<file path="src/rtl/core/qcr_pkg.sv">
// ----------------------------------------------------------------------------
// qcr_pkg
// Shared types and constants of the quarter circle rasterizer.
// ----------------------------------------------------------------------------
package qcr_pkg;

    localparam int RAD_W       = 6;
    localparam int OFS_W       = 7;
    localparam int ERR_W       = 12;
    localparam int FRAME_W     = 12;
    localparam int PIX_W       = 13;
    localparam int COLOR_W     = 24;
    localparam int QTR_W       = 2;
    localparam int MAX_RESULTS = 64;
    localparam int CNT_W       = $clog2(MAX_RESULTS);
    localparam int CFG_IDX_W   = 1;

    localparam logic [CFG_IDX_W-1:0] REG_FRAME_WIDTH  = 1'b0;
    localparam logic [CFG_IDX_W-1:0] REG_FRAME_HEIGHT = 1'b1;

    localparam logic [FRAME_W-1:0] FRAME_WIDTH_RST  = 12'd640;
    localparam logic [FRAME_W-1:0] FRAME_HEIGHT_RST = 12'd480;

    typedef enum logic [QTR_W-1:0] {
        QTR_NEG_X  = 2'd0,
        QTR_NEG_Y  = 2'd1,
        QTR_POS_X  = 2'd2,
        QTR_POS_Y  = 2'd3
    } quarter_t;

    typedef struct packed {
        logic load;
        logic advance;
    } walk_ctrl_t;

endpackage

</file>
<file path="src/rtl/core/quarter_circle_rasterizer.sv">
// ----------------------------------------------------------------------------
// quarter_circle_rasterizer
// The walk is loaded when the command word is accepted; each pixel is then
// computed in ST_WALK and registered into the output register. Throughput:
// one pixel per cycle while out_stall is low. An arc has n pixels (n <= 64,
// set by the walk end or the 64-pixel cap); in_stall is high for the whole arc.
// The walk unit does one circle step per pixel.
// Reset: idle, output empty, frame size 640 x 480.
// ----------------------------------------------------------------------------
module quarter_circle_rasterizer
#(
    parameter int MAX_RADIUS = 40,
    parameter int COORD_BITS = 11
)
(
    input  logic                                 clk,
    input  logic                                 rst_n,
    input  logic                                 cfg_we,
    input  logic        [qcr_pkg::CFG_IDX_W-1:0] cfg_index,
    input  logic        [qcr_pkg::FRAME_W-1:0]   cfg_data,
    input  logic                                 in_valid,
    output logic                                 in_stall,
    input  logic        [COORD_BITS-1:0]         center_x,
    input  logic        [COORD_BITS-1:0]         center_y,
    input  logic        [qcr_pkg::RAD_W-1:0]     radius,
    input  logic        [qcr_pkg::QTR_W-1:0]     quarter,
    input  logic        [qcr_pkg::COLOR_W-1:0]   draw_color,
    output logic                                 out_valid,
    input  logic                                 out_stall,
    output logic signed [qcr_pkg::PIX_W-1:0]     pixel_x,
    output logic signed [qcr_pkg::PIX_W-1:0]     pixel_y,
    output logic                                 visible,
    output logic        [qcr_pkg::COLOR_W-1:0]   pixel_color,
    output logic                                 last_point
);

    typedef enum logic [1:0] {
        ST_IDLE = 2'b01,
        ST_WALK = 2'b10
    } state_t;

    localparam logic [qcr_pkg::RAD_W-1:0] MAX_RAD_V = qcr_pkg::RAD_W'(MAX_RADIUS);
    localparam logic [qcr_pkg::CNT_W-1:0] CNT_LAST  =
        qcr_pkg::CNT_W'(qcr_pkg::MAX_RESULTS - 1);

    state_t                          state_reg, state_next;
    logic [qcr_pkg::FRAME_W-1:0]     fw_reg, fw_next, fh_reg, fh_next;
    logic [COORD_BITS-1:0]           cx_reg, cx_next, cy_reg, cy_next;
    qcr_pkg::quarter_t               q_reg, q_next;
    logic [qcr_pkg::COLOR_W-1:0]     color_reg, color_next;
    logic [qcr_pkg::CNT_W-1:0]       count_reg, count_next;
    logic                            ov_reg, ov_next;
    logic [qcr_pkg::PIX_W-1:0]       px_reg, px_next, py_reg, py_next;
    logic                            vis_reg, vis_next, last_reg, last_next;
    logic [qcr_pkg::COLOR_W-1:0]     ocol_reg, ocol_next;

    qcr_pkg::walk_ctrl_t             walk_ctrl;
    logic [qcr_pkg::RAD_W-1:0]       radius_sat;
    logic signed [qcr_pkg::OFS_W-1:0] offset_x, offset_y;
    logic                            step_done;
    logic [qcr_pkg::PIX_W-1:0]       plot_x, plot_y;
    logic                            plot_vis;
    logic                            accept, fire, arc_end;

    assign radius_sat = (radius > MAX_RAD_V) ? MAX_RAD_V : radius;
    assign accept     = in_valid && (state_reg == ST_IDLE);
    assign fire       = (state_reg == ST_WALK) && (!ov_reg || !out_stall);
    assign arc_end    = step_done || (count_reg == CNT_LAST);

    always_comb
    begin
        walk_ctrl.load    = accept;
        walk_ctrl.advance = fire;
    end

    qcr_walk u_walk
    (
        .clk        (clk),
        .rst_n      (rst_n),
        .ctrl       (walk_ctrl),
        .radius_sat (radius_sat),
        .offset_x   (offset_x),
        .offset_y   (offset_y),
        .step_done  (step_done)
    );

    qcr_plot #(
        .COORD_BITS (COORD_BITS)
    ) u_plot
    (
        .center_x     (cx_reg),
        .center_y     (cy_reg),
        .quarter      (q_reg),
        .offset_x     (offset_x),
        .offset_y     (offset_y),
        .frame_width  (fw_reg),
        .frame_height (fh_reg),
        .pixel_x      (plot_x),
        .pixel_y      (plot_y),
        .visible      (plot_vis)
    );

    always_comb
    begin
        state_next = state_reg;
        fw_next    = fw_reg;
        fh_next    = fh_reg;
        cx_next    = cx_reg;
        cy_next    = cy_reg;
        q_next     = q_reg;
        color_next = color_reg;
        count_next = count_reg;
        ov_next    = ov_reg;
        px_next    = px_reg;
        py_next    = py_reg;
        vis_next   = vis_reg;
        last_next  = last_reg;
        ocol_next  = ocol_reg;

        if (cfg_we)
        begin
            case (cfg_index)
                qcr_pkg::REG_FRAME_WIDTH:  fw_next = cfg_data;
                qcr_pkg::REG_FRAME_HEIGHT: fh_next = cfg_data;
                default:                   fw_next = fw_reg;
            endcase
        end

        if (ov_reg && !out_stall)
        begin
            ov_next = 1'b0;
        end

        case (state_reg)
            ST_IDLE:
            begin
                if (in_valid)
                begin
                    cx_next    = center_x;
                    cy_next    = center_y;
                    q_next     = qcr_pkg::quarter_t'(quarter);
                    color_next = draw_color;
                    count_next = '0;
                    state_next = ST_WALK;
                end
            end
            ST_WALK:
            begin
                if (fire)
                begin
                    ov_next    = 1'b1;
                    px_next    = plot_x;
                    py_next    = plot_y;
                    vis_next   = plot_vis;
                    ocol_next  = color_reg;
                    last_next  = arc_end;
                    count_next = count_reg + qcr_pkg::CNT_W'(1);
                    if (arc_end)
                    begin
                        state_next = ST_IDLE;
                    end
                end
            end
            default:
            begin
                state_next = ST_IDLE;
            end
        endcase
    end

    always_ff @(posedge clk or negedge rst_n)
    begin
        if (!rst_n)
        begin
            state_reg <= ST_IDLE;
            fw_reg    <= qcr_pkg::FRAME_WIDTH_RST;
            fh_reg    <= qcr_pkg::FRAME_HEIGHT_RST;
            count_reg <= '0;
            ov_reg    <= 1'b0;
        end
        else
        begin
            state_reg <= state_next;
            fw_reg    <= fw_next;
            fh_reg    <= fh_next;
            count_reg <= count_next;
            ov_reg    <= ov_next;
        end
    end

    always_ff @(posedge clk)
    begin
        cx_reg    <= cx_next;
        cy_reg    <= cy_next;
        q_reg     <= q_next;
        color_reg <= color_next;
        px_reg    <= px_next;
        py_reg    <= py_next;
        vis_reg   <= vis_next;
        last_reg  <= last_next;
        ocol_reg  <= ocol_next;
    end

    assign in_stall    = (state_reg != ST_IDLE);
    assign out_valid   = ov_reg;
    assign pixel_x     = px_reg;
    assign pixel_y     = py_reg;
    assign visible     = vis_reg;
    assign pixel_color = ocol_reg;
    assign last_point  = last_reg;

endmodule

</file>
<file path="src/rtl/core/qcr_walk.sv">
// ----------------------------------------------------------------------------
// qcr_walk
// Error-term circle walk: holds the offset and error, one step per advance.
// ----------------------------------------------------------------------------
module qcr_walk
(
    input  logic                                clk,
    input  logic                                rst_n,
    input  qcr_pkg::walk_ctrl_t                 ctrl,
    input  logic        [qcr_pkg::RAD_W-1:0]    radius_sat,
    output logic signed [qcr_pkg::OFS_W-1:0]    offset_x,
    output logic signed [qcr_pkg::OFS_W-1:0]    offset_y,
    output logic                                step_done
);

    logic signed [qcr_pkg::ERR_W-1:0] err_reg, err_next;
    logic signed [qcr_pkg::OFS_W-1:0] ox_reg, ox_next;
    logic signed [qcr_pkg::OFS_W-1:0] oy_reg, oy_next;

    logic signed [qcr_pkg::ERR_W-1:0] ox_ext, oy_ext, ox1_ext, oy1_ext;
    logic signed [qcr_pkg::ERR_W-1:0] err1, err2;
    logic signed [qcr_pkg::OFS_W-1:0] ox1, oy1;
    logic                             y_step, x_step;

    always_comb
    begin
        ox_ext  = qcr_pkg::ERR_W'(ox_reg);
        oy_ext  = qcr_pkg::ERR_W'(oy_reg);
        y_step  = (err_reg <= oy_ext);
        oy1     = y_step ? (oy_reg + qcr_pkg::OFS_W'(1)) : oy_reg;
        oy1_ext = qcr_pkg::ERR_W'(oy1);
        err1    = y_step ? (err_reg + (oy1_ext <<< 1) + qcr_pkg::ERR_W'(1)) : err_reg;
        x_step  = (err_reg > ox_ext) || (err1 > oy1_ext);
        ox1     = x_step ? (ox_reg + qcr_pkg::OFS_W'(1)) : ox_reg;
        ox1_ext = qcr_pkg::ERR_W'(ox1);
        err2    = x_step ? (err1 + (ox1_ext <<< 1) + qcr_pkg::ERR_W'(1)) : err1;
    end

    always_comb
    begin
        err_next = err_reg;
        ox_next  = ox_reg;
        oy_next  = oy_reg;
        if (ctrl.load)
        begin
            ox_next  = qcr_pkg::OFS_W'(0) - signed'({1'b0, radius_sat});
            oy_next  = '0;
            err_next = qcr_pkg::ERR_W'(2)
                     - signed'(qcr_pkg::ERR_W'({radius_sat, 1'b0}));
        end
        else if (ctrl.advance)
        begin
            err_next = err2;
            ox_next  = ox1;
            oy_next  = oy1;
        end
    end

    always_ff @(posedge clk or negedge rst_n)
    begin
        if (!rst_n)
        begin
            err_reg <= '0;
            ox_reg  <= '0;
            oy_reg  <= '0;
        end
        else
        begin
            err_reg <= err_next;
            ox_reg  <= ox_next;
            oy_reg  <= oy_next;
        end
    end

    assign offset_x  = ox_reg;
    assign offset_y  = oy_reg;
    assign step_done = ~ox1[qcr_pkg::OFS_W-1];

endmodule

</file>
<file path="src/rtl/core/qcr_plot.sv">
// ----------------------------------------------------------------------------
// qcr_plot
// Quadrant mapping of the walk offset around the center and frame bounds test.
// ----------------------------------------------------------------------------
module qcr_plot
#(
    parameter int COORD_BITS = 11
)
(
    input  logic        [COORD_BITS-1:0]         center_x,
    input  logic        [COORD_BITS-1:0]         center_y,
    input  qcr_pkg::quarter_t                    quarter,
    input  logic signed [qcr_pkg::OFS_W-1:0]     offset_x,
    input  logic signed [qcr_pkg::OFS_W-1:0]     offset_y,
    input  logic        [qcr_pkg::FRAME_W-1:0]   frame_width,
    input  logic        [qcr_pkg::FRAME_W-1:0]   frame_height,
    output logic        [qcr_pkg::PIX_W-1:0]     pixel_x,
    output logic        [qcr_pkg::PIX_W-1:0]     pixel_y,
    output logic                                 visible
);

    localparam int CW = COORD_BITS + 2;
    localparam int W  = (CW > qcr_pkg::PIX_W) ? CW : qcr_pkg::PIX_W;

    logic signed [W-1:0] cx_s, cy_s, ox_s, oy_s, fw_s, fh_s, px, py;

    always_comb
    begin
        cx_s = signed'(W'(center_x));
        cy_s = signed'(W'(center_y));
        ox_s = W'(offset_x);
        oy_s = W'(offset_y);
        fw_s = signed'(W'(frame_width));
        fh_s = signed'(W'(frame_height));
        case (quarter)
            qcr_pkg::QTR_NEG_X:
            begin
                px = cx_s - ox_s;
                py = cy_s + oy_s;
            end
            qcr_pkg::QTR_NEG_Y:
            begin
                px = cx_s - oy_s;
                py = cy_s - ox_s;
            end
            qcr_pkg::QTR_POS_X:
            begin
                px = cx_s + ox_s;
                py = cy_s - oy_s;
            end
            default:
            begin
                px = cx_s + oy_s;
                py = cy_s + ox_s;
            end
        endcase
        visible = ~px[W-1] && ~py[W-1] && (px < fw_s) && (py < fh_s);
    end

    assign pixel_x = px[qcr_pkg::PIX_W-1:0];
    assign pixel_y = py[qcr_pkg::PIX_W-1:0];

endmodule
</file>
<file path="config.mk">
export PLATFORM = sky130hd
export DESIGN_NAME = quarter_circle_rasterizer
export DESIGN_NICKNAME = d
export VERILOG_FILES = /design/src/rtl/core/qcr_pkg.sv /design/src/rtl/core/quarter_circle_rasterizer.sv /design/src/rtl/core/qcr_walk.sv /design/src/rtl/core/qcr_plot.sv
export SDC_FILE = /design/constraint.sdc
export NUM_CORES = 1
export LEC_CHECK = 0
export BUFFER_PORTS_ARGS = -buffer_cell sky130_fd_sc_hd__buf_2
export CAP_MARGIN = 5
export CORE_MARGIN = 4
export CORE_UTILIZATION = 35
export CTS_CLUSTER_DIAMETER = 120
export DETAILED_ROUTE_END_ITERATION = 10
export GPL_TIMING_DRIVEN = 0
export PLACE_DENSITY = 0.54
export SYNTH_ARGS = -nofsm -noshare
export SYNTH_HDL_FRONTEND = slang
export SYNTH_SLANG_ARGS = --single-unit
</file>
<file path="constraint.sdc">
create_clock -name clk -period 7.8 [get_ports clk]
set_clock_uncertainty 0.2 [all_clocks]
set_input_delay 0 -clock clk [delete_from_list [all_inputs] [get_ports clk]]
set_output_delay 0 -clock clk [all_outputs]
set_load 0.02 [all_outputs]
</file>
==> run metrics <==
# diodes=0; gpl congestion=0.869; number of synthesis warnings=0; Worst-path clk slew=0.07 ns; worst hold path type=in2async; average routed wire per standard cell=17.5 µm; Final Worst Setup Slack=-0.0703 ns; detailed placement HPWL=between 20 and 25 mm; initial drt markers=between 500 and 600; Worst R2R Setup Slack=-0.07 ns; met1 usage=24.5%; synthesis-to-layout area growth=34.5%; Pwr Total=6.36 mW; Rows=61; Final Non-Filler Cells=1652; Post-synth EDFFs=100; relative slew slack=4.36%; synth unique cells=71; placed cell areas=11200 µm²; r2r endpoint=u_walk.err_reg[11]$_DFFE_PN0P_; DR vias=roughly 8500; Die Width=about 180 µm; Final Critical Period=7.87 ns; first-pass GRT wire length=around 44 mm; clock latency on the worst-skew pair=0.44 ns; initial antenna violation count=0; Net Count, Synth=1168; placed insts=1489; CP endpoint=u_walk.err_reg[11]$_DFFE_PN0P_; Antenna Violating Nets Remaining=0; # IOs=126; share of the synthesized area in the top cell type=29.7%; met2 usage=29.5%; drt first pass iters=5; Max Fclk=0.127 GHz; IO buf count=125; Register-to-Register Path Depth=34; maximum root-to-sink buffer count=2; worst flop-to-flop path startpoint=u_walk.offset_y[6]$_DFFE_PN0P_; post-synthesis cell count=986; Synth area leaders=edfxtp_1 (30%), ha_1 (13%), dfrtp_1 (13%), xnor2_1 (4.2%), o21ai_0 (3.4%); met3 track demand over resource=~2.4%; layout cells sized above 1=25.8%; Max IR drop VDD=0.565 mV; total CTS buffers=17; total track usage=between 10% and 20%; H-tree levels=4; vias in the first global route=8287; endpoints failing setup=1; Routed WL=about 29 mm; Clock Sinks=159; die extent in y=178 µm; Worst setup SP type=register; post-synthesis sequential area ratio=44.4%; Largest stage delay, worst path=0.45 ns; core area=between 20000 and 30000 µm²; Hold Fails Final Rpt=2; Post-synth ARST share=37.1%; post-synthesis cell area=10100 µm²; post-route clock period utilization=101%; DRC viols=0; gr busiest metal=met2; Worst Setup SP=u_walk.offset_y[6]$_DFFE_PN0P_; outcome=finished with violations; via/cell ratio=5.15; pwr dens=468 nW/µm²; ys flop type=edfxtp_1; cell accounting for the most synthesized area=edfxtp_1; root buf cell=clkbuf_16; CP max-delay cell=o31ai_2; Crit path top cell by count=ha_4; CP max FO=6; Overflow after GRT=0; critical path class=reg2reg; TritonCTS clock tree=yes; Max-Cap Viols=0; worst-margin pin slew=1.42 ns; RSZ-0062 raised after global routing=yes; final instance area=between 10000 and 15000 µm²; CP required=between 7 and 8 ns; Avg Inst Size Synth=10.3 µm²; Seq cells post-synth=around 160; leakage=between 5 and 6 nW; full die area=31700 µm²; Initial Util=between 30% and 40%; Slew Viols, Final=0; most frequent cells in the layout=buf_2 (125), edfxtp_1 (100), ha_1 (93); commonest non-fill, non-tap cell in the layout=buf_2; violated checks=negative hold slack, negative setup slack; CP Capture Type=register; Min Hold Slack=-0.00743 ns; nets=approximately 1400; WP data arrival=8.03 ns; largest net degree at the start of global routing=62
[cell families after synthesis]
logic type,Yosys count,synth area share [%]
AOI/OAI and AO/OA,266,17.2
xor gates and xnor gates,60,5.27
adders and majority gates,110,13.9
buffers and inverters,110,4.15
DFF,159,44.4
muxes,28,3.02
and+or+nand+nor,253,12.0
[synthesized netlist by cell type, types with 16 or more instances]
master / n
o21ai_0: 68
ha_1: 106
edfxtp_1: 100
nand4_1: 16
dfrtp_1: 52
clkbuf_1: 24
nand2_1: 69
nor3_1: 16
mux2_2: 20
a21o_1: 21
inv_1: 78
xnor2_1: 49
nand3_1: 24
nor2_1: 62
a21oi_1: 62
[final cells by class]
| class | instances | area (µm²) |
|---|---|---|
| clock inverters | 13 | 105 |
| fillers | 2617 | 14600 |
| clock buffers | 19 | 433 |
| plain buffers | 25 | 125 |
| inverters | 81 | 308 |
| well taps | 378 | 473 |
| flip-flops and latches | 159 | 4490 |
| multi-input cells | 717 | 5800 |
| repair buffers | 260 | 1860 |
[routing by layer]
| metal | up-vias | part of all wire (%) |
|---|---|---|
| li1 | 4177 | - |
| met1 | 4077 | 45 |
| met2 | 210 | 48 |
| met3 | 45 | 4.4 |
| met4 | 0 | 2.6 |
| met5 | - | 0 |
[power by group]
| group | leakage, nW | internal [mW] | switching, mW | total (mW) |
|---|---|---|---|---|
| clock network | 0.262 | 0.414 | 0.371 | 0.786 |
| registers | 1.64 | 1.19 | 0.167 | 1.35 |
| logic | 3.80 | 1.85 | 2.37 | 4.22 |
[critical path: cells and delay by family, from the launching register on]
| family | cells | cell delay, ns |
|---|---|---|
| flip-flops | 1 | 0.39 |
| buffers and inverters | 6 | 0.89 |
| AO/OA/AOI/OAI | 14 | 3.58 |
| multiplexers | 1 | 0.25 |
| adder cells (fa/ha/maj) | 4 | 1.06 |
| AND/OR/NAND/NOR | 9 | 1.40 |
[how the worst min path moves through the flow]
stage	end	slack (ns)
finish	fw_reg[1]$_DFFE_PN0P_	-0.007
global route	color_reg[20]$_DFFE_PP_	0.07
CTS	fw_reg[0]$_DFFE_PN0P_	0.04
detailed placement	fw_reg[0]$_DFFE_PN0P_	-0.04
global placement	color_reg[12]$_DFFE_PP_	-0.02
floorplan	count_reg[0]$_DFFE_PN0P_	-0.50
[metrics by stage]
step	setup TNS [ns]	util, %	setup WS [ns]
global route	-1.51	48.3	-0.382
floorplan	0	-	0.0137
global placement	-13.43	39.8	-1.73
detailed placement	-14.61	39.9	-1.86
CTS	0	46.6	0.00141
finish	-0.0703	48.3	-0.0703
[what timing repair did]
| action | in CTS | in global routing |
|---|---|---|
| endpoints found under the hold margin | 147 | 0 |
| setup endpoints to repair | 12 | 8 |
| hold buffers | 78 | 0 |
| resized for setup | 72 | 52 |
| buffers inserted | 31 | 26 |
| pin swaps | 28 | 50 |
Note: power is estimated with default switching activity, not from simulation.
